`config.mk`:
```
export PLATFORM = sky130hd
export DESIGN_NAME = rbsi_resolve
export DESIGN_NICKNAME = d
export VERILOG_FILES = /design/src/rtl/rbsi_pkg.sv /design/src/rtl/rbsi_resolve.sv
export SDC_FILE = /design/constraint.sdc
export NUM_CORES = 2
export LEC_CHECK = 0
export ABC_AREA = 1
export BUFFER_PORTS_ARGS = -buffer_cell sky130_fd_sc_hd__buf_2
export CORE_AREA = 3 3 252 279
export CTS_BUF_LIST = sky130_fd_sc_hd__clkbuf_2
export CTS_CLUSTER_SIZE = 10
export DETAILED_ROUTE_END_ITERATION = 7
export DIE_AREA = 0 0 255 282
export GPL_TIMING_DRIVEN = 0
export PLACE_DENSITY = 0.76
export RECOVER_POWER = 50
export REMOVE_ABC_BUFFERS = 1
export SYNTH_ARGS = -nofsm -noshare
export SYNTH_HDL_FRONTEND = slang
export SYNTH_SLANG_ARGS = --single-unit
export TNS_END_PERCENT = 100
```
`constraint.sdc`:
```
create_clock -name clock -period 6.5 [get_ports clock]
set_input_delay 0.65 -clock clock [delete_from_list [all_inputs] [get_ports clock]]
set_output_delay 0.65 -clock clock [all_outputs]
set_load 0.05 [all_outputs]
```
`src/rtl/rbsi_pkg.sv`:
```
// ----------------------------------------------------------------------------
// rbsi_pkg
// Shared types and constants for the ray / box slab intersection pipeline.
// ----------------------------------------------------------------------------
package rbsi_pkg;

   localparam int COORD_W   = 32;
   localparam int FRAC_BITS = 16;
   localparam int NUM_AXES  = 3;
   localparam int NUM_DIVS  = 2 * NUM_AXES;
   localparam int DIFF_W    = COORD_W + 1;
   localparam int DVD_W     = DIFF_W + FRAC_BITS;
   localparam int DSR_W     = COORD_W;
   localparam int TIME_W    = DVD_W + 1;

   typedef struct packed {
      logic signed [COORD_W-1:0] box_x_min;
      logic signed [COORD_W-1:0] box_x_max;
      logic signed [COORD_W-1:0] box_y_min;
      logic signed [COORD_W-1:0] box_y_max;
      logic signed [COORD_W-1:0] box_z_min;
      logic signed [COORD_W-1:0] box_z_max;
      logic signed [COORD_W-1:0] ray_origin_x;
      logic signed [COORD_W-1:0] ray_origin_y;
      logic signed [COORD_W-1:0] ray_origin_z;
      logic signed [COORD_W-1:0] ray_dir_x;
      logic signed [COORD_W-1:0] ray_dir_y;
      logic signed [COORD_W-1:0] ray_dir_z;
   } req_type;

   typedef struct packed {
      logic                      hit;
      logic signed [COORD_W-1:0] entry_time;
   } rsp_type;

   typedef struct packed {
      logic [NUM_DIVS-1:0] neg;
      logic [NUM_AXES-1:0] flat;
      logic [NUM_AXES-1:0] in_slab;
   } slab_meta_type;

   typedef logic [NUM_DIVS-1:0][DVD_W-1:0] dvd_vec_type;
   typedef logic [NUM_DIVS-1:0][DSR_W-1:0] dsr_vec_type;

endpackage

```
`src/rtl/rbsi_resolve.sv`:
```
// ----------------------------------------------------------------------------
// rbsi_resolve
// Signs and orders slab times, folds entry/exit, decides hit, saturates.
// ----------------------------------------------------------------------------
module rbsi_resolve (
   input  logic                    clock,
   input  logic                    reset,
   input  logic                    advance,
   input  logic                    in_valid,
   input  rbsi_pkg::dvd_vec_type   in_quo,
   input  rbsi_pkg::slab_meta_type in_meta,
   output logic                    out_valid,
   output rbsi_pkg::rsp_type       out_data
);
   import rbsi_pkg::*;

   localparam logic signed [COORD_W-1:0] SAT_MAX = {1'b0, {(COORD_W-1){1'b1}}};
   localparam logic signed [COORD_W-1:0] SAT_MIN = {1'b1, {(COORD_W-1){1'b0}}};

   // stage 1: signed, ordered slab times
   logic                     s1_valid_ff;
   logic signed [TIME_W-1:0] near_ff [NUM_AXES];
   logic signed [TIME_W-1:0] far_ff  [NUM_AXES];
   logic signed [TIME_W-1:0] near_in [NUM_AXES];
   logic signed [TIME_W-1:0] far_in  [NUM_AXES];
   logic [NUM_AXES-1:0]      flat_ff;
   logic [NUM_AXES-1:0]      in_slab_ff;

   // stage 2: folded window
   logic                     s2_valid_ff;
   logic signed [TIME_W-1:0] t_near_ff, t_near_in;
   logic signed [TIME_W-1:0] t_far_ff, t_far_in;
   logic                     limited_ff, limited_in;
   logic                     miss_ff, miss_in;

   // stage 3: result
   logic    s3_valid_ff;
   rsp_type rsp_ff, rsp_in;

   always_comb begin
      logic signed [TIME_W-1:0] ta;
      logic signed [TIME_W-1:0] tb;
      ta = '0;
      tb = '0;
      for (int a = 0; a < NUM_AXES; a++) begin
         ta = in_meta.neg[2*a]   ? -$signed({1'b0, in_quo[2*a]})
                                 :  $signed({1'b0, in_quo[2*a]});
         tb = in_meta.neg[2*a+1] ? -$signed({1'b0, in_quo[2*a+1]})
                                 :  $signed({1'b0, in_quo[2*a+1]});
         near_in[a] = (ta > tb) ? tb : ta;
         far_in[a]  = (ta > tb) ? ta : tb;
      end
   end

   always_comb begin
      t_near_in  = '0;
      t_far_in   = '0;
      limited_in = 1'b0;
      miss_in    = 1'b0;
      for (int a = 0; a < NUM_AXES; a++) begin
         if (flat_ff[a]) begin
            if (!in_slab_ff[a]) begin
               miss_in = 1'b1;
            end
         end else begin
            if (!limited_in || near_ff[a] > t_near_in) begin
               t_near_in = near_ff[a];
            end
            if (!limited_in || far_ff[a] < t_far_in) begin
               t_far_in = far_ff[a];
            end
            limited_in = 1'b1;
         end
      end
   end

   always_comb begin
      logic hit;
      logic in_range;
      hit      = !miss_ff && !(limited_ff && (t_near_ff > t_far_ff))
                 && !(limited_ff && t_far_ff[TIME_W-1]);
      in_range = (t_near_ff[TIME_W-1:COORD_W-1] == '0)
                 || (t_near_ff[TIME_W-1:COORD_W-1] == '1);
      rsp_in.hit = hit;
      priority if (!hit) begin
         rsp_in.entry_time = SAT_MAX;
      end else if (!limited_ff) begin
         rsp_in.entry_time = SAT_MIN;
      end else if (in_range) begin
         rsp_in.entry_time = t_near_ff[COORD_W-1:0];
      end else if (t_near_ff[TIME_W-1]) begin
         rsp_in.entry_time = SAT_MIN;
      end else begin
         rsp_in.entry_time = SAT_MAX;
      end
   end

   always_ff @(posedge clock) begin
      if (reset) begin
         s1_valid_ff <= 1'b0;
         s2_valid_ff <= 1'b0;
         s3_valid_ff <= 1'b0;
      end else if (advance) begin
         s1_valid_ff <= in_valid;
         s2_valid_ff <= s1_valid_ff;
         s3_valid_ff <= s2_valid_ff;
      end
   end

   always_ff @(posedge clock) begin
      if (advance) begin
         near_ff    <= near_in;
         far_ff     <= far_in;
         flat_ff    <= in_meta.flat;
         in_slab_ff <= in_meta.in_slab;
         t_near_ff  <= t_near_in;
         t_far_ff   <= t_far_in;
         limited_ff <= limited_in;
         miss_ff    <= miss_in;
         rsp_ff     <= rsp_in;
      end
   end

   assign out_valid = s3_valid_ff;
   assign out_data  = rsp_ff;

endmodule
```
-- Yosys cells after proc, flatten, opt, wreduce, memory -nomap -nowiden
Cells that the tools add are included.
Widths: inputs -> output; s select.
- add/subtract/negate cells: 6
- magnitude comparators: 8
- eq/ne operators: 1
- multiplexer cells: 33
- reduce and logical (&&, ||, !) cells: 14
- operator list (cell ; count):
    $mux 50 ; 22
    $gt 50x50->1 ; 6
    $neg 49->50 ; 6
    $lt 50x50->1 ; 2
    $mux 32 ; 3
    $eq 19x19->1 const B ; 1
    $logic_not 19->1 ; 1
    $mux 1 ; 8
    $logic_or 1x1->1 ; 5
    $logic_and 1x1->1 ; 4
    $logic_not 1->1 ; 4
- register bits: 444
- output and inout bits: 34
- word-level logic and storage cells: 79

-- Depth between registers and ports, before layout
- depth in word-level cells: 9
- mapped depth: 43
- mapped depth without buffers: 38

-- Worst setup path before layout
OpenSTA, ideal clock, no wires.
- path type: register to register
- start: reg flat_ff[0]
- end: reg t_near_ff[34] (data pin)
- setup time: 0.253 ns
- data arrival time: 5.093 ns
- slack: 1.154 ns
- cell stages (with the launch flop): 39
- cell sequence: edfxtp_1 inv_1 clkbuf_1 clkbuf_1 buf_1 nand2_1 ha_1 nand2_1 nor2_1 and2_1 nand3b_1 nand3_1 nand2_1 nand3_1 nand3_1 nand2_2 clkbuf_1 nand2_1 (+3 left out) inv_1 ha_1 a21oi_1 o21ai_0 a21o_1 a21oi_1 o21ai_0 nand2_1 a31oi_1 a2111oi_0 nand2_1 nand2_1 nand3_2 nand2_4 nand2_4 buf_6 nand2_1 nand2_1
- longest elaborated chain between the ends: 9
- elaborated cells on any way between the ends: 12
- those cells by class: order compare: 2; mux: 7; reduce/logical: 3
- ends and longest elaborated chain (element ; line ; RTL):
    start: declaration ; rbsi_resolve.sv:26 ; logic [NUM_AXES-1:0] flat_ff;
    start signal: assignment ; rbsi_resolve.sv:114 ; flat_ff <= in_meta.flat;
    $mux 50 ; rbsi_resolve.sv:61 ; if (flat_ff[a]) begin
    $gt 50x50->1 ; rbsi_resolve.sv:66 ; if (!limited_in || near_ff[a] > t_near_in) begin
    $logic_or 1x1->1 ; rbsi_resolve.sv:66 ;
    $mux 50 ; rbsi_resolve.sv:66 ;
    $mux 50 ; rbsi_resolve.sv:61 ;
    $gt 50x50->1 ; rbsi_resolve.sv:66 ;
    $logic_or 1x1->1 ; rbsi_resolve.sv:66 ;
    $mux 50 ; rbsi_resolve.sv:66 ;
    $mux 50 * ; rbsi_resolve.sv:61 ;
    via t_near_in[34] ; rbsi_resolve.sv:31 ; logic signed [TIME_W-1:0] t_near_ff, t_near_in;
    end signal: assignment ; rbsi_resolve.sv:116 ; t_near_ff <= t_near_in;
    end: declaration ; rbsi_resolve.sv:31 ;
Mark *: on every way through the listed nets, which the timed path passes. The rest lies on a longest branch.
A chain may end at the register's enable or synchronous reset.

==> reports/metrics.cfg <==
[placement]
place_ws_ns = -4.21
port_buffers = 343
dpl.hpwl_um = 92200
place.gp.congestion = 1.02

[critical_path]
crit_path_max_incr_delay_ns = 0.60
critical_path_required_ns = 7.36
worst-endpoint-arrival_ns = 7.14
endpoint_kind = register
cp_max_fo = 52
worstSetupPathType = in -> reg
start_kind = input pin
crit_buf_inv = 4
slowest_stage = nor2_1
critPathTopFamily = simple AND/OR/NAND/NOR gates

[routing]
ant_nets = 0
drc_errors = 6
wl_um = 121000
dr.pass1.iters = 8
drtIter0Drc = 3447
vias = 35800
viasPerCell = 5.71
wl_per_cell_um = 19.3

[power_and_ir_drop]
power_density_nw_per_um2 = 265
swShare = 0.439
power_switching_mw = 5.08
clkPwrFrac = 0.156
p_seq_frac = 0.378
leakage_nw = 20.0
pwr-share-comb = 0.466
irDropWorstVdd_uv = 145
p_int_mw = 6.49

[synthesis]
ys_seq_elements = 444
synthesis.area_per_instance_um2 = 7.82
syn_area_um2 = 37200
ys_seq_area_frac = 0.358
ys.warnings.count = 0
synth-main-ff-cell = edfxtp_1
ys_types = 69
syn_inst = 4751
synthArstFlopShare = 0
synth_edf_count = 441

[global_routing]
track_usage = 0.322
grt_pass1_vias = 33300
grt_remaining_overflow = 0
grt_pass1_wl_um = 179000
antenna_found_initial = 4
grt_start_max_net_pins = 134

[timing]
fin_skew_ns = 0.104
timing.fmax_mhz = 159
min_period_ns = 6.28
setup_viol = 0
hold_viol = 0
max_slew_margin = 0.230
worst_slack_ns = 0.218
slew_viol_final = 0
post-route-period-util = 0.967
worst_pin_slew_ns = 1.15

[finish]
seq_area_um2 = 13300
areaGrowthSynthToFinish_pct = 17.4
nets = 6029
fillers = 5757
drive_gt1_frac = 0.131
multi_input_area_um2 = 21500
utilization = 0.646

[cts]
root_buffer = clkbuf_2
cts_buffers = 108
clockBufferDepth = 3
cts_tree = yes
clkSinkCount = 444
cts_max_level = 3
clkLatencyLatePin_ns = 1.20
cts.clk_slew.worst_paths_ns = 0.11

[die]
dieWidth_um = 255
ios = 344
die_h_um = 282
core-area_um2 = 67600
initial_core_util = 0.550
dieArea_um2 = 71900
num_rows = 100

[hold_path]
hold_path_class = in -> reg

[outcome]
violations = design-rule violations
status = finished with violations

[flow_run]
maxCapViolations = 0

==> Yosys cell counts (all sizes together) (5+ instances only) <==
library cell | n | area share
a211oi | 15 | 0.0030
a21o | 7 | 0.0014
a21oi | 218 | 0.030
a221oi | 5 | 0.0012
a31oi | 15 | 0.0025
buf | 30 | 0.0049
clkbuf | 143 | 0.014
clkinv | 8 | 0.00081
edfxtp | 441 | 0.36
ha | 403 | 0.14
inv | 555 | 0.056
nand2 | 1181 | 0.12
nand3 | 269 | 0.037
nand3b | 8 | 0.0020
nand4 | 77 | 0.013
nor2 | 279 | 0.029
nor3 | 90 | 0.016
nor4 | 60 | 0.011
o211ai | 12 | 0.0024
o21a | 12 | 0.0025
o21ai | 570 | 0.077
o21bai | 6 | 0.0012
o31ai | 13 | 0.0031
or2 | 14 | 0.0024
or4 | 5 | 0.0010
xnor2 | 98 | 0.023
xor2 | 185 | 0.044
==> cells by family after synthesis <==
group | after synthesis | share of synthesized area
buffers and inverters | 736 | 0.0762
and+or+nand+nor | 1992 | 0.233
adders and majority gates | 403 | 0.136
xor gates and xnor gates | 283 | 0.0671
AOI/OAI and AO/OA | 893 | 0.130
DFF | 444 | 0.358
==> routing by layer <==
| metal | global-route usage | part of all wire | up-vias |
|---|---|---|---|
| li1 | - | - | 17400 |
| met1 | 0.416 | 0.39 | 16300 |
| met2 | 0.530 | 0.46 | 1804 |
| met3 | 0.0416 | 0.086 | 337 |
| met4 | 0.170 | 0.056 | 0 |
| met5 | 0 | 0 | - |
==> through the flow <==
step	setup TNS [ns]	cell area [um2]	power [mW]	std cells	hold WS, ns
2_1_floorplan	-328.00	36400	7.41	4578	0.430
3_3_place_gp	-2192.21	39200	8.95	5788	0.445
4_1_cts	0	43200	11.3	6234	0.0000264
3_5_place_dp	-418.31	39700	9.11	5804	0.447
5_1_grt	-0.0347	43600	12.4	6263	0.0518
6_report	0	43600	11.6	6263	0.0887
==> layout by cell type (no fill, tap or decap), drive strengths merged, types with 4 or more instances in the layout <==
cell and n:
edfxtp 441, clkinv 40, a31oi 15, buf 382, clkinvlp 4, clkbuf 151, a211oi 15, dlygate4sd3 229
a21o 7, nor4 60, nand3b 8, nand4 77, or4 5, o31ai 13, o21a 12, nor3 90
diode 4, nand2 1191, xor2 185, a221oi 5, o21ai 570, o211ai 12, nand3 271, inv 558
nor2 279, a21oi 218, xnor2 98, ha 403, or2 14, o21bai 6
==> registers in the layout, indices dropped and copies added (netlist names) <==
| signal | flops |
|---|---|
| far_ff | 150 |
| near_ff | 150 |
| t_far_ff | 50 |
| t_near_ff | 50 |
| out_data | 33 |
| flat_ff | 3 |
| in_slab_ff | 3 |
| limited_ff | 1 |
| miss_ff | 1 |
| out_valid | 1 |
| s1_valid_ff | 1 |
| s2_valid_ff | 1 |
==> layout make-up <==
| class | count | share of cell area |
|---|---|---|
| clock inverters | 37 | 0.00350 |
| well taps | 867 | 0.0249 |
| inverters | 563 | 0.0493 |
| multi-input cells | 3583 | 0.493 |
| diodes | 4 | 0.000229 |
| flip-flops and latches | 444 | 0.305 |
| repair buffers | 614 | 0.106 |
| clock buffers | 149 | 0.0171 |
| repair inverters | 2 | 0.000344 |
==> power by group through the flow <==
stage / sequential (mW) / combinational, mW / clock, mW
2_1_floorplan: 4.34 / 3.07 / 0
3_3_place_gp: 4.45 / 4.51 / 0
3_5_place_dp: 4.42 / 4.69 / 0
4_1_cts: 4.35 / 5.07 / 1.84
5_1_grt: 4.42 / 5.99 / 1.98
6_report: 4.37 / 5.39 / 1.81
==> worst min-delay path, stage by stage <==
cell and delay, ns:
buf_2 0.11, xnor2_1 0.08, inv_1 0.12, o21ai_1 0.07
==> timing repair <==
action,in CTS,in global routing
gates cloned,7,9
endpoints found under the hold margin,208,0
gates resized for setup,50,52
endpoints found under the setup margin,136,262
setup buffers,8,16
pin swaps,5,13
hold buffers,229,0
==> worst paths after layout <==
check	cells after the start	startpoint	slack, ns	to
min reg2reg	2	s2_valid_ff$_SDFFE_PP0P_	0.45	out_valid$_SDFFE_PP0P_
max reg2reg	31	flat_ff[0]$_DFFE_PP_	0.26	t_far_ff[40]$_DFFE_PP_
min	4	in_quo[292]	0.09	far_ff[47]$_DFFE_PP_
max	27	in_quo[251]	0.22	near_ff[43]$_DFFE_PP_
No activity file was read; power rests on OpenSTA's default activity.
