`src/rtl/rbsi_pkg.sv`:
```
// ----------------------------------------------------------------------------
// rbsi_pkg
// Shared types and constants for the ray / box slab intersection pipeline.
// ----------------------------------------------------------------------------
package rbsi_pkg;

   localparam int COORD_W   = 32;
   localparam int FRAC_BITS = 16;
   localparam int NUM_AXES  = 3;
   localparam int NUM_DIVS  = 2 * NUM_AXES;
   localparam int DIFF_W    = COORD_W + 1;
   localparam int DVD_W     = DIFF_W + FRAC_BITS;
   localparam int DSR_W     = COORD_W;
   localparam int TIME_W    = DVD_W + 1;

   typedef struct packed {
      logic signed [COORD_W-1:0] box_x_min;
      logic signed [COORD_W-1:0] box_x_max;
      logic signed [COORD_W-1:0] box_y_min;
      logic signed [COORD_W-1:0] box_y_max;
      logic signed [COORD_W-1:0] box_z_min;
      logic signed [COORD_W-1:0] box_z_max;
      logic signed [COORD_W-1:0] ray_origin_x;
      logic signed [COORD_W-1:0] ray_origin_y;
      logic signed [COORD_W-1:0] ray_origin_z;
      logic signed [COORD_W-1:0] ray_dir_x;
      logic signed [COORD_W-1:0] ray_dir_y;
      logic signed [COORD_W-1:0] ray_dir_z;
   } req_type;

   typedef struct packed {
      logic                      hit;
      logic signed [COORD_W-1:0] entry_time;
   } rsp_type;

   typedef struct packed {
      logic [NUM_DIVS-1:0] neg;
      logic [NUM_AXES-1:0] flat;
      logic [NUM_AXES-1:0] in_slab;
   } slab_meta_type;

   typedef logic [NUM_DIVS-1:0][DVD_W-1:0] dvd_vec_type;
   typedef logic [NUM_DIVS-1:0][DSR_W-1:0] dsr_vec_type;

endpackage

```
`src/rtl/rbsi_prep.sv`:
```
// ----------------------------------------------------------------------------
// rbsi_prep
// Slab differences, magnitudes and signs, zero-direction and in-slab checks.
// ----------------------------------------------------------------------------
module rbsi_prep (
   input  logic                  clock,
   input  logic                  reset,
   input  logic                  advance,
   input  logic                  in_valid,
   input  rbsi_pkg::req_type     in_data,
   output logic                  out_valid,
   output rbsi_pkg::dvd_vec_type out_dvd,
   output rbsi_pkg::dsr_vec_type out_dsr,
   output rbsi_pkg::slab_meta_type out_meta
);
   import rbsi_pkg::*;

   logic signed [COORD_W-1:0] lo [NUM_AXES];
   logic signed [COORD_W-1:0] hi [NUM_AXES];
   logic signed [COORD_W-1:0] org [NUM_AXES];
   logic signed [COORD_W-1:0] dir [NUM_AXES];

   logic          valid_ff;
   dvd_vec_type   dvd_ff, dvd_in;
   dsr_vec_type   dsr_ff, dsr_in;
   slab_meta_type meta_ff, meta_in;

   assign lo[0]  = in_data.box_x_min;
   assign hi[0]  = in_data.box_x_max;
   assign lo[1]  = in_data.box_y_min;
   assign hi[1]  = in_data.box_y_max;
   assign lo[2]  = in_data.box_z_min;
   assign hi[2]  = in_data.box_z_max;
   assign org[0] = in_data.ray_origin_x;
   assign org[1] = in_data.ray_origin_y;
   assign org[2] = in_data.ray_origin_z;
   assign dir[0] = in_data.ray_dir_x;
   assign dir[1] = in_data.ray_dir_y;
   assign dir[2] = in_data.ray_dir_z;

   always_comb begin
      logic signed [DIFF_W-1:0] diff;
      logic        [DIFF_W-1:0] mag;
      logic        [DSR_W-1:0]  dmag;
      dvd_in  = '0;
      dsr_in  = '0;
      meta_in = '0;
      diff    = '0;
      mag     = '0;
      dmag    = '0;
      for (int a = 0; a < NUM_AXES; a++) begin
         dmag = dir[a][COORD_W-1] ? DSR_W'(-dir[a]) : DSR_W'(dir[a]);
         meta_in.flat[a]    = (dir[a] == '0);
         meta_in.in_slab[a] = !((org[a] < lo[a]) || (hi[a] < org[a]));
         for (int b = 0; b < 2; b++) begin
            diff = (b == 0) ? (DIFF_W'(lo[a]) - DIFF_W'(org[a]))
                            : (DIFF_W'(hi[a]) - DIFF_W'(org[a]));
            mag  = diff[DIFF_W-1] ? DIFF_W'(-diff) : DIFF_W'(diff);
            dvd_in[2*a+b]       = {mag, {FRAC_BITS{1'b0}}};
            dsr_in[2*a+b]       = dmag;
            meta_in.neg[2*a+b]  = diff[DIFF_W-1] ^ dir[a][COORD_W-1];
         end
      end
   end

   always_ff @(posedge clock) begin
      if (reset) begin
         valid_ff <= 1'b0;
      end else if (advance) begin
         valid_ff <= in_valid;
      end
   end

   always_ff @(posedge clock) begin
      if (advance) begin
         dvd_ff  <= dvd_in;
         dsr_ff  <= dsr_in;
         meta_ff <= meta_in;
      end
   end

   assign out_valid = valid_ff;
   assign out_dvd   = dvd_ff;
   assign out_dsr   = dsr_ff;
   assign out_meta  = meta_ff;

endmodule

```
`config.mk`:
```
export PLATFORM = sky130hd
export DESIGN_NAME = rbsi_prep
export DESIGN_NICKNAME = d
export VERILOG_FILES = /design/src/rtl/rbsi_pkg.sv /design/src/rtl/rbsi_prep.sv
export SDC_FILE = /design/constraint.sdc
export NUM_CORES = 1
export LEC_CHECK = 0
export ABC_AREA = 1
export BUFFER_PORTS_ARGS = -buffer_cell sky130_fd_sc_hd__buf_4
export CORE_AREA = 2 2 344 346
export CTS_CLUSTER_DIAMETER = 40
export DETAILED_ROUTE_END_ITERATION = 16
export DIE_AREA = 0 0 346 348
export PLACE_DENSITY = 0.62
export SLEW_MARGIN = 25
export SYNTH_ARGS = -nofsm -noshare
export SYNTH_HDL_FRONTEND = slang
export SYNTH_SLANG_ARGS = --single-unit
```
`constraint.sdc`:
```
create_clock -name clock -period 3.75 [get_ports clock]
set_clock_uncertainty 0.05 [all_clocks]
set_input_delay 0.75 -clock clock [delete_from_list [all_inputs] [get_ports clock]]
set_output_delay 0.75 -clock clock [all_outputs]
set_load 0.03 [all_outputs]
```
---- After elaboration in Yosys (flattened, before gate mapping) ----
Index checks and enable logic that the tools add are counted.
W data, S select, Z words.
word-level totals
  flip-flop bits (word level) ............. 307
  latch bits .............................. 0
  input port bits ......................... 388
  output and inout bits ................... 499
  RAM bits ................................ 0
  memories kept ........................... 0
  bits in read-only memories .............. 0
operators by class
  divide/modulo/power cells ............... 0
  add/subtract/negate cells ............... 15
  reductions and logical operators ........ 9
  muxes and demuxes ....................... 9
  shift-type cells ........................ 0
  magnitude comparators ................... 6
  bitwise gates (word level) .............. 6
  $mul .................................... 0
  equal/unequal tests ..................... 0
operator list
  kind                count
  $neg A33 Y33        6
  $sub A32 B32 Y33    6
  $lt A32 B32 Y1      6
  $mux W32            6
  $logic_not A32 Y1   3
  $neg A32 Y32        3
  $mux W31            3
  $xor A1 B1 Y1       6
  $logic_not A1 Y1    3
  $logic_or A1 B1 Y1  3

---- Logic depth before layout (Yosys ltp) ----
Gate-level depths: netlist of the first run.
  depth in word-level cells ............... 3
  gate-level depth with buffers ........... 22

---- Least setup slack after synthesis of the first run ----
OpenSTA, ideal clock, no wires.
  kind .................................... in2reg
  from .................................... input in_data[352] in the netlist's numbering
  to ...................................... register dvd_ff (netlist bit out_dvd[38]), data pin
  arrival time ............................ 2.840 ns
  path slack .............................. 0.606 ns
  stages .................................. 18
  path buffers ............................ 0
  cell sequence ........................... inv_1 ha_1 fa_1 ha_1 inv_1 nor2_1 nand3_1 inv_1 nand2_1 nor2_1 nand2_1 nor2_1 nand2_1 nand2_2 nand2_2 nor2_4 xor2_1 inv_1
RTL lines
  what                  RTL line         text
  from (decl)           rbsi_prep.sv:10  input rbsi_pkg::req_type in_data,
  to (signal assigned)  rbsi_prep.sv:76  dvd_ff <= dvd_in;
  to (decl)             rbsi_prep.sv:24  dvd_vec_type dvd_ff, dvd_in;

==> flow_metrics.py, run 1 <==
metrics = {
    "run_status": {
        "status": "complete, no violations",
    },
    "route": {
        "ant_nets": 0,
        "wl_per_cell_um": 18.2,
        "highest_layer": "met5",
        "drt-initial-drc-count": 2767,
        "drt-met1-wl_mm": 59.2,
        "met3_length_mm": 9.65,
        "drc": 0,
        "routed-wl-met2_mm": 68.8,
        "firstDrtPassIters": 8,
        "dr_total_vias": 37000,
        "viasPerCell": 4.68,
        "routed_wl_mm": 144,
    },
    "sta": {
        "finalCritPeriodShare": 0.829,
        "rsz0062_at_grt": "no",
        "holdWs_ns": 0.226,
        "finalHoldViolations": 0,
        "max_slew_margin": 0.475,
        "finalSetupTns_ns": 0,
        "finalSetupViolations": 0,
        "period_minus_slack_ns": 3.11,
        "fmax_mhz": 322,
        "final_max_slew_viol_count": 0,
        "worstMarginPinSlew_ns": 0.786,
    },
    "cts": {
        "cts_inserted_buffers": 57,
        "post_cts_buffers": 0,
        "path_clk_slew_ns": 0.05,
        "cts_tree": "built",
        "hold_buffers": 0,
        "cts_max_level": 2,
        "insertion_delay_ns": 0.62,
        "clock-sinks": 307,
        "cts_resized": 0,
        "clockRootBuffer": "clkbuf_16",
        "clk_path_buf_depth": 3,
    },
    "setup_path": {
        "cpPeakStageDelay_ns": 0.41,
        "r2r_start": "out_valid",
        "worstPathMaxFanout": 4,
        "startpoint_type": "primary input",
        "crit_path_end_kind": "register",
        "r2r_setup_slack_ns": 3.12,
        "slowest_stage": "fa_1",
        "r2r_cells": 2,
        "path_class": "primary input to register",
        "r2r_end": "out_valid",
        "crit_top_cell": "nand3_1",
        "cp.required_ns": 4.09,
        "cp_cell_sequence": "buf_4 > ha_1 > fa_1 > inv_1 > nand3_1 > nand2_1 > nand3_1 > nand3_1 > xnor2_1 > nand2_1 > nor2_1 > nand3_1 > nor2_1 > nand2_1 > nand3_1 > nand2_1",
        "arrival_ns": 3.45,
    },
    "synth": {
        "seq_area_frac_synth": 0.267,
        "ys_async_sr_fraction": 0,
        "yosys_warnings": 0,
        "yosys.area_share.simple": 0.386,
        "synth_edf_count": 306,
        "ys_types": 52,
        "synth_compound_gate_area_share": 0.0517,
        "ys_seq_elements": 307,
        "ys.flop_type": "edfxtp_1",
        "synthAdderAreaFrac": 0.0785,
        "synth_cells": 5507,
        "synth_top_family_by_area": "simple AND/OR/NAND/NOR gates",
        "synth_xor_area_frac": 0.0622,
        "synth.mux.area_fraction": 0.000290,
        "synth_area_mm2": 0.0345,
        "syn_area_per_cell_um2": 6.27,
    },
    "power_and_ir_drop": {
        "clkPwrFrac": 0.288,
        "power-per-cell-area_mw_per_mm2": 431,
        "leakagePower_nw": 23.7,
        "switching_share": 0.429,
        "total_power_mw": 18.9,
        "power.share.sequential": 0.264,
        "switchingPower_mw": 8.11,
        "internal_power_mw": 10.8,
        "comb_power_share": 0.448,
        "peakVddDrop_mv": 0.379,
    },
    "floorplan": {
        "start_util": 0.295,
        "rows": 126,
        "die_area_mm2": 0.120,
        "die_h_um": 348,
        "core_mm2": 0.117,
        "fp.dieW_um": 346,
        "ioPinCount": 887,
    },
    "final_layout": {
        "drive_above_1_share": 0.168,
        "final_common_cell": "nand2_1",
        "stdcell_area_mm2": 0.0439,
        "num-fill-cells": 12700,
        "nNetsFinal": 6922,
        "most-common-layout-cells": "1977 x nand2_1, 976 x inv_1, 876 x buf_4, 537 x nor2_1, 409 x nand3_1",
        "area_growth_pct": 27.3,
    },
    "worst_hold_path": {
        "min_from": "reset",
        "hold_path.class": "primary input to register",
        "min_to": "out_valid",
        "min_path_cells": 2,
    },
    "grt": {
        "grt_max_degree": 70,
        "grt_pass1_vias": 33900,
        "grt_pass1_wl_mm": 206,
        "antenna_found_initial": 11,
        "overflow": 0,
        "grt_use_total": 0.226,
    },
    "run": {
        "drv_cap": 0,
    },
    "placement": {
        "dpl.hpwl_mm": 125,
        "routabilityCongestion": 0.982,
        "dpl_cell_area_mm2": 0.0419,
        "port_buffers": 790,
    },
}
==> cell type report <==
type | count | area (um2) | share of cell area
clock buffers | 58 | 1450 | 0.0331
diodes | 6 | 15.0 | 0.000342
well taps | 1536 | 1920 | 0.0438
repair buffers | 884 | 6730 | 0.153
inverters | 980 | 3680 | 0.0838
flip-flops and latches | 307 | 9210 | 0.210
multi-input cells | 4091 | 20300 | 0.463
clock inverters | 49 | 569 | 0.0130
==> power by group through the flow <==
| stage | logic [mW] | registers, mW | clock network, mW |
|---|---|---|---|
| final | 8.48 | 5.01 | 5.44 |
| after global routing | 9.20 | 5.05 | 5.70 |
| after CTS | 8.46 | 5.01 | 5.58 |
| after detailed placement | 8.43 | 5.06 | 0 |
| after global placement | 8.40 | 5.07 | 0 |
| after floorplan | 4.26 | 6.12 | 0 |
==> worst max path at each step <==
stage,slack (ns),endpoint,depth (start not counted),from
after CTS,0.72,out_dvd[273],16,in_data[96]
after global placement,0.08,out_dvd[38],18,in_data[160]
final,0.64,out_dvd[241],16,in_data[96]
after detailed placement,0.03,out_dvd[273],16,in_data[96]
after global routing,0.38,out_dvd[274],16,in_data[96]
after floorplan,0.61,out_dvd[38],18,in_data[352]
==> Yosys cell counts, types with 5 or more instances <==
cell type,n,share of area
ha_1,207,0.075
nand3_1,409,0.059
buf_2,8,0.0012
nand2_1,1977,0.22
nor2_1,537,0.058
nor4_1,10,0.0018
o21ai_1,8,0.0012
inv_1,976,0.11
edfxtp_1,306,0.27
xor2_1,169,0.043
xnor2_1,71,0.018
nand2_2,28,0.0051
fa_1,6,0.0035
a21o_1,7,0.0015
nor3_2,7,0.0020
nor3_1,67,0.0097
nand4_1,72,0.013
nor2_2,19,0.0034
a21oi_1,185,0.027
a31oi_1,11,0.0020
clkbuf_1,8,0.00087
a21oi_2,5,0.0013
nand3b_1,57,0.012
o21bai_1,11,0.0024
buf_4,202,0.044
o21ai_0,85,0.012
and2_1,12,0.0022
==> flip-flops by register name (all words and copies together) (netlist names) <==
signal	flops
out_dvd	198
out_dsr	96
out_valid	1
out_meta	12
==> critical path: cells and delay by family <==
family                   cells  cell delay (ns)
buffers and inverters        2             0.23
AND/OR/NAND/NOR             11             1.62
XOR/XNOR                     1             0.20
adder cells (fa/ha/maj)      2             0.65
==> kinds of logic (layout without fill, tap and decap cells) <==
kind of cell / count (synthesis) / count (layout)
XOR/XNOR: 242 / 242
flip-flops: 307 / 307
AO/OA/AOI/OAI: 329 / 329
buffers and inverters: 1204 / 1971
AND/OR/NAND/NOR: 3210 / 3210
adder cells (fa/ha/maj): 213 / 213
other: 1 / 102
multiplexers: 1 / 1
==> metal layers <==
metal | GRT usage | up-vias
met5 | 0 | -
met1 | 0.277 | 16800
met3 | 0.0377 | 208
met4 | 0.0912 | 4
met2 | 0.394 | 1365
li1 | - | 18600
==> per-stage QoR <==
stage | setup WS, ns | cells | util
6_report | 0.642 | 7911 | 0.375
5_1_grt | 0.384 | 7909 | 0.375
4_1_cts | 0.717 | 7905 | 0.375
3_5_place_dp | 0.0318 | 7798 | 0.358
3_3_place_gp | 0.0817 | 7798 | 0.358
2_1_floorplan | 0.606 | 5602 | -
(Power assumes the default switching activity.)
==> inputs of run 2 (changes only) <==
--- a/config.mk
+++ b/config.mk
@@ -11,7 +11,7 @@
 export CTS_CLUSTER_DIAMETER = 40
 export DETAILED_ROUTE_END_ITERATION = 16
 export DIE_AREA = 0 0 346 348
-export PLACE_DENSITY = 0.62
+export PLACE_DENSITY = 0.63
 export SLEW_MARGIN = 25
 export SYNTH_ARGS = -nofsm -noshare
 export SYNTH_HDL_FRONTEND = slang
==> constraint.sdc (replaced) <==
create_clock -name clock -period 2.8 [get_ports clock]
set_clock_uncertainty 0.05 [all_clocks]
set_input_delay 0.56 -clock clock [delete_from_list [all_inputs] [get_ports clock]]
set_output_delay 0.56 -clock clock [all_outputs]
set_load 0.03 [all_outputs]
==> run 2 against run 1 <==
Net effect: register-to-register slack worse by 0.98 ns; via count up 12%; non-clock buffer count increased by 1025; worst setup slack lost 0.63 ns; clock-buffer cell count is the same; first-iteration DRC count fell by 4.8%; critical path depth is 3 higher; total power grew 45%; die area did not move; clock power grew 23%; cell count grew 13%; worst hold slack worse by 0.13 ns; critical path type unchanged.
==> flow_metrics.py, run 2 (same netlist as run 1, synthesis figures left out) <==
metrics = {
    "setup_path": {
        "slowest_stage": "ha_4",
        "r2r_setup_slack_ns": 2.14,
        "cp.required_ns": 3.22,
        "path_class": "primary input to register",
        "cp_cell_sequence": "buf_4 > clkinvlp_4 > ha_4 > nand2_1 > nor2_2 > inv_1 > nor3_2 > nand2_1 > nand2_1 > nand2_1 > nand2_2 > nand2_2 > nand2_2 > nand2_4 > nand2_8 > inv_1 > buf_4 > nor2_1 > xor2_1",
        "cp.depth": 19,
        "r2r_start": "out_valid",
        "arrival_ns": 3.20,
        "crit_path_end_kind": "register",
        "r2r_end": "out_valid",
        "cpPeakStageDelay_ns": 0.38,
        "crit_top_cell": "nand2_1",
        "cp-startpoint": "in_data[109]",
        "endpoint": "out_dvd[233]",
        "worstPathMaxFanout": 5,
        "r2r_cells": 2,
        "startpoint_type": "primary input",
        "critPathBufInv": 5,
        "critPathTopFamily": "simple AND/OR/NAND/NOR gates",
    },
    "cts": {
        "insertion_delay_ns": 0.67,
        "cts_tree": "built",
        "clk_path_buf_depth": 3,
        "clock-sinks": 307,
        "path_clk_slew_ns": 0.06,
        "cts_max_level": 2,
        "clockRootBuffer": "clkbuf_16",
        "cts_inserted_buffers": 55,
    },
    "worst_hold_path": {
        "hold_path.class": "primary input to register",
        "min_path_cells": 3,
    },
    "placement": {
        "dpl_cell_area_mm2": 0.0498,
        "routabilityCongestion": 1.03,
        "port_buffers": 790,
        "dp_cells": 8817,
        "dpl.hpwl_mm": 141,
    },
    "final_layout": {
        "most-common-layout-cells": "1936 x nand2_1, 1890 x buf_4, 963 x inv_1, 511 x nor2_1, 402 x nand3_1",
        "largest_reg_flops": 198,
        "final_core_util": 0.446,
        "final_common_cell": "nand2_1",
        "drive_above_1_share": 0.301,
        "stdcell_area_mm2": 0.0522,
        "area_growth_pct": 51.2,
        "nNetsFinal": 7946,
        "finalNonFillerCells": 8934,
    },
    "sta": {
        "fmax_mhz": 359,
        "finalSetupViolations": 0,
        "max_slew_margin": 0.540,
        "rsz0062_at_grt": "yes",
        "finalCritPeriodShare": 0.994,
        "worstMarginPinSlew_ns": 0.689,
        "final_max_slew_viol_count": 0,
        "finalHoldViolations": 0,
        "period_minus_slack_ns": 2.78,
    },
    "grt": {
        "grt_pass1_vias": 38600,
        "antenna_found_initial": 14,
        "grt_pass1_wl_mm": 231,
        "overflow": 0,
        "grt_max_degree": 57,
        "grt_use_total": 0.253,
    },
    "run_status": {
        "status": "complete, no violations",
    },
    "power_and_ir_drop": {
        "clkPwrFrac": 0.244,
        "power-per-cell-area_mw_per_mm2": 527,
        "leakagePower_nw": 28.6,
        "internal_power_mw": 15.8,
        "switching_share": 0.427,
        "switchingPower_mw": 11.8,
        "power.share.sequential": 0.243,
        "comb_power_share": 0.513,
        "peakVddDrop_mv": 0.483,
    },
    "floorplan": {
        "start_util": 0.295,
        "ioPinCount": 887,
        "die_h_um": 348,
        "die_area_mm2": 0.120,
        "fp.dieW_um": 346,
        "core_mm2": 0.117,
        "rows": 126,
    },
    "route": {
        "wl_per_cell_um": 17.9,
        "drc": 0,
        "routed_wl_mm": 160,
        "ant_nets": 0,
        "firstDrtPassIters": 5,
        "dr_total_vias": 41300,
        "viasPerCell": 4.62,
        "drt-initial-drc-count": 2634,
    },
    "run": {
        "drv_cap": 0,
    },
}
## run 2: changes by cell type in the layout (fill, tap and decap cells not counted), moves of 12 or more
cell,previous run,this run
inv_1,976,963
ha_1,207,185
nor2_2,19,42
nand2_2,28,69
nor2_1,537,511
a21oi_1,185,172
ha_4,0,12
nand2_1,1977,1936
a21oi_2,5,18
buf_4,876,1890
## run 2: worst min path at each step
stage | startpoint | end | slack, ns
after floorplan | out_valid | out_valid | 0.58
after global placement | out_valid | out_valid | 0.43
after detailed placement | out_valid | out_valid | 0.47
after CTS | in_valid | out_valid | 0.06
after global routing | in_valid | out_valid | 0.09
final | in_valid | out_valid | 0.1
## run 2: what timing repair did
item	4_1_cts	5_1_grt
setup buffers	0	5
gates cloned	0	1
pin swaps	0	17
hold buffers	1	0
setup endpoints to repair	3	83
endpoints found under the hold margin	1	0
gates resized for setup	1	115
## run 2: stage by stage
stage	hold WS, ns	power (mW)	setup TNS [ns]	setup slack, ns
final	0.0990	27.5	0	0.0165
after CTS	0.0617	27.5	0	0.0623
after global routing	0.0904	29.0	-0.809	-0.102
after floorplan	0.580	13.9	-0.237	-0.0669
after detailed placement	0.468	20.6	-92.77	-0.768
after global placement	0.427	20.6	-89.89	-0.818
## run 2: area by class of cell
type                       count  area [um2]
inverter                     980        3720
clock buffer                  58        1390
clock inverter                45         487
sequential                   307        9210
fill                       12100       64800
multi-input combinational   4092       20900
antenna                        7        17.5
timing repair buffer        1909       14600
tap                         1536        1920
## run 2: worst register-to-register path, stage by stage (launching register included)
cell	delay, ns
dfxtp_1	0.31
mux2i_1	0.14
nor2_1	0.05
## run 2: power groups by stage
stage                     clock network, mW  registers (mW)  logic [mW]
final                                  6.71            6.69        14.1
after global routing                   7.06            6.75        15.1
after CTS                              6.87            6.70        13.9
after detailed placement                  0            6.78        13.8
after global placement                    0            6.78        13.8
after floorplan                           0            8.19        5.74
## run 2: metal layers
layer | track usage | part of all wire | up-vias
li1 | - | - | 20700
met1 | 0.317 | 0.42 | 18800
met2 | 0.425 | 0.46 | 1463
met3 | 0.0435 | 0.067 | 313
met4 | 0.115 | 0.050 | 14
met5 | 0 | 0.00049 | -
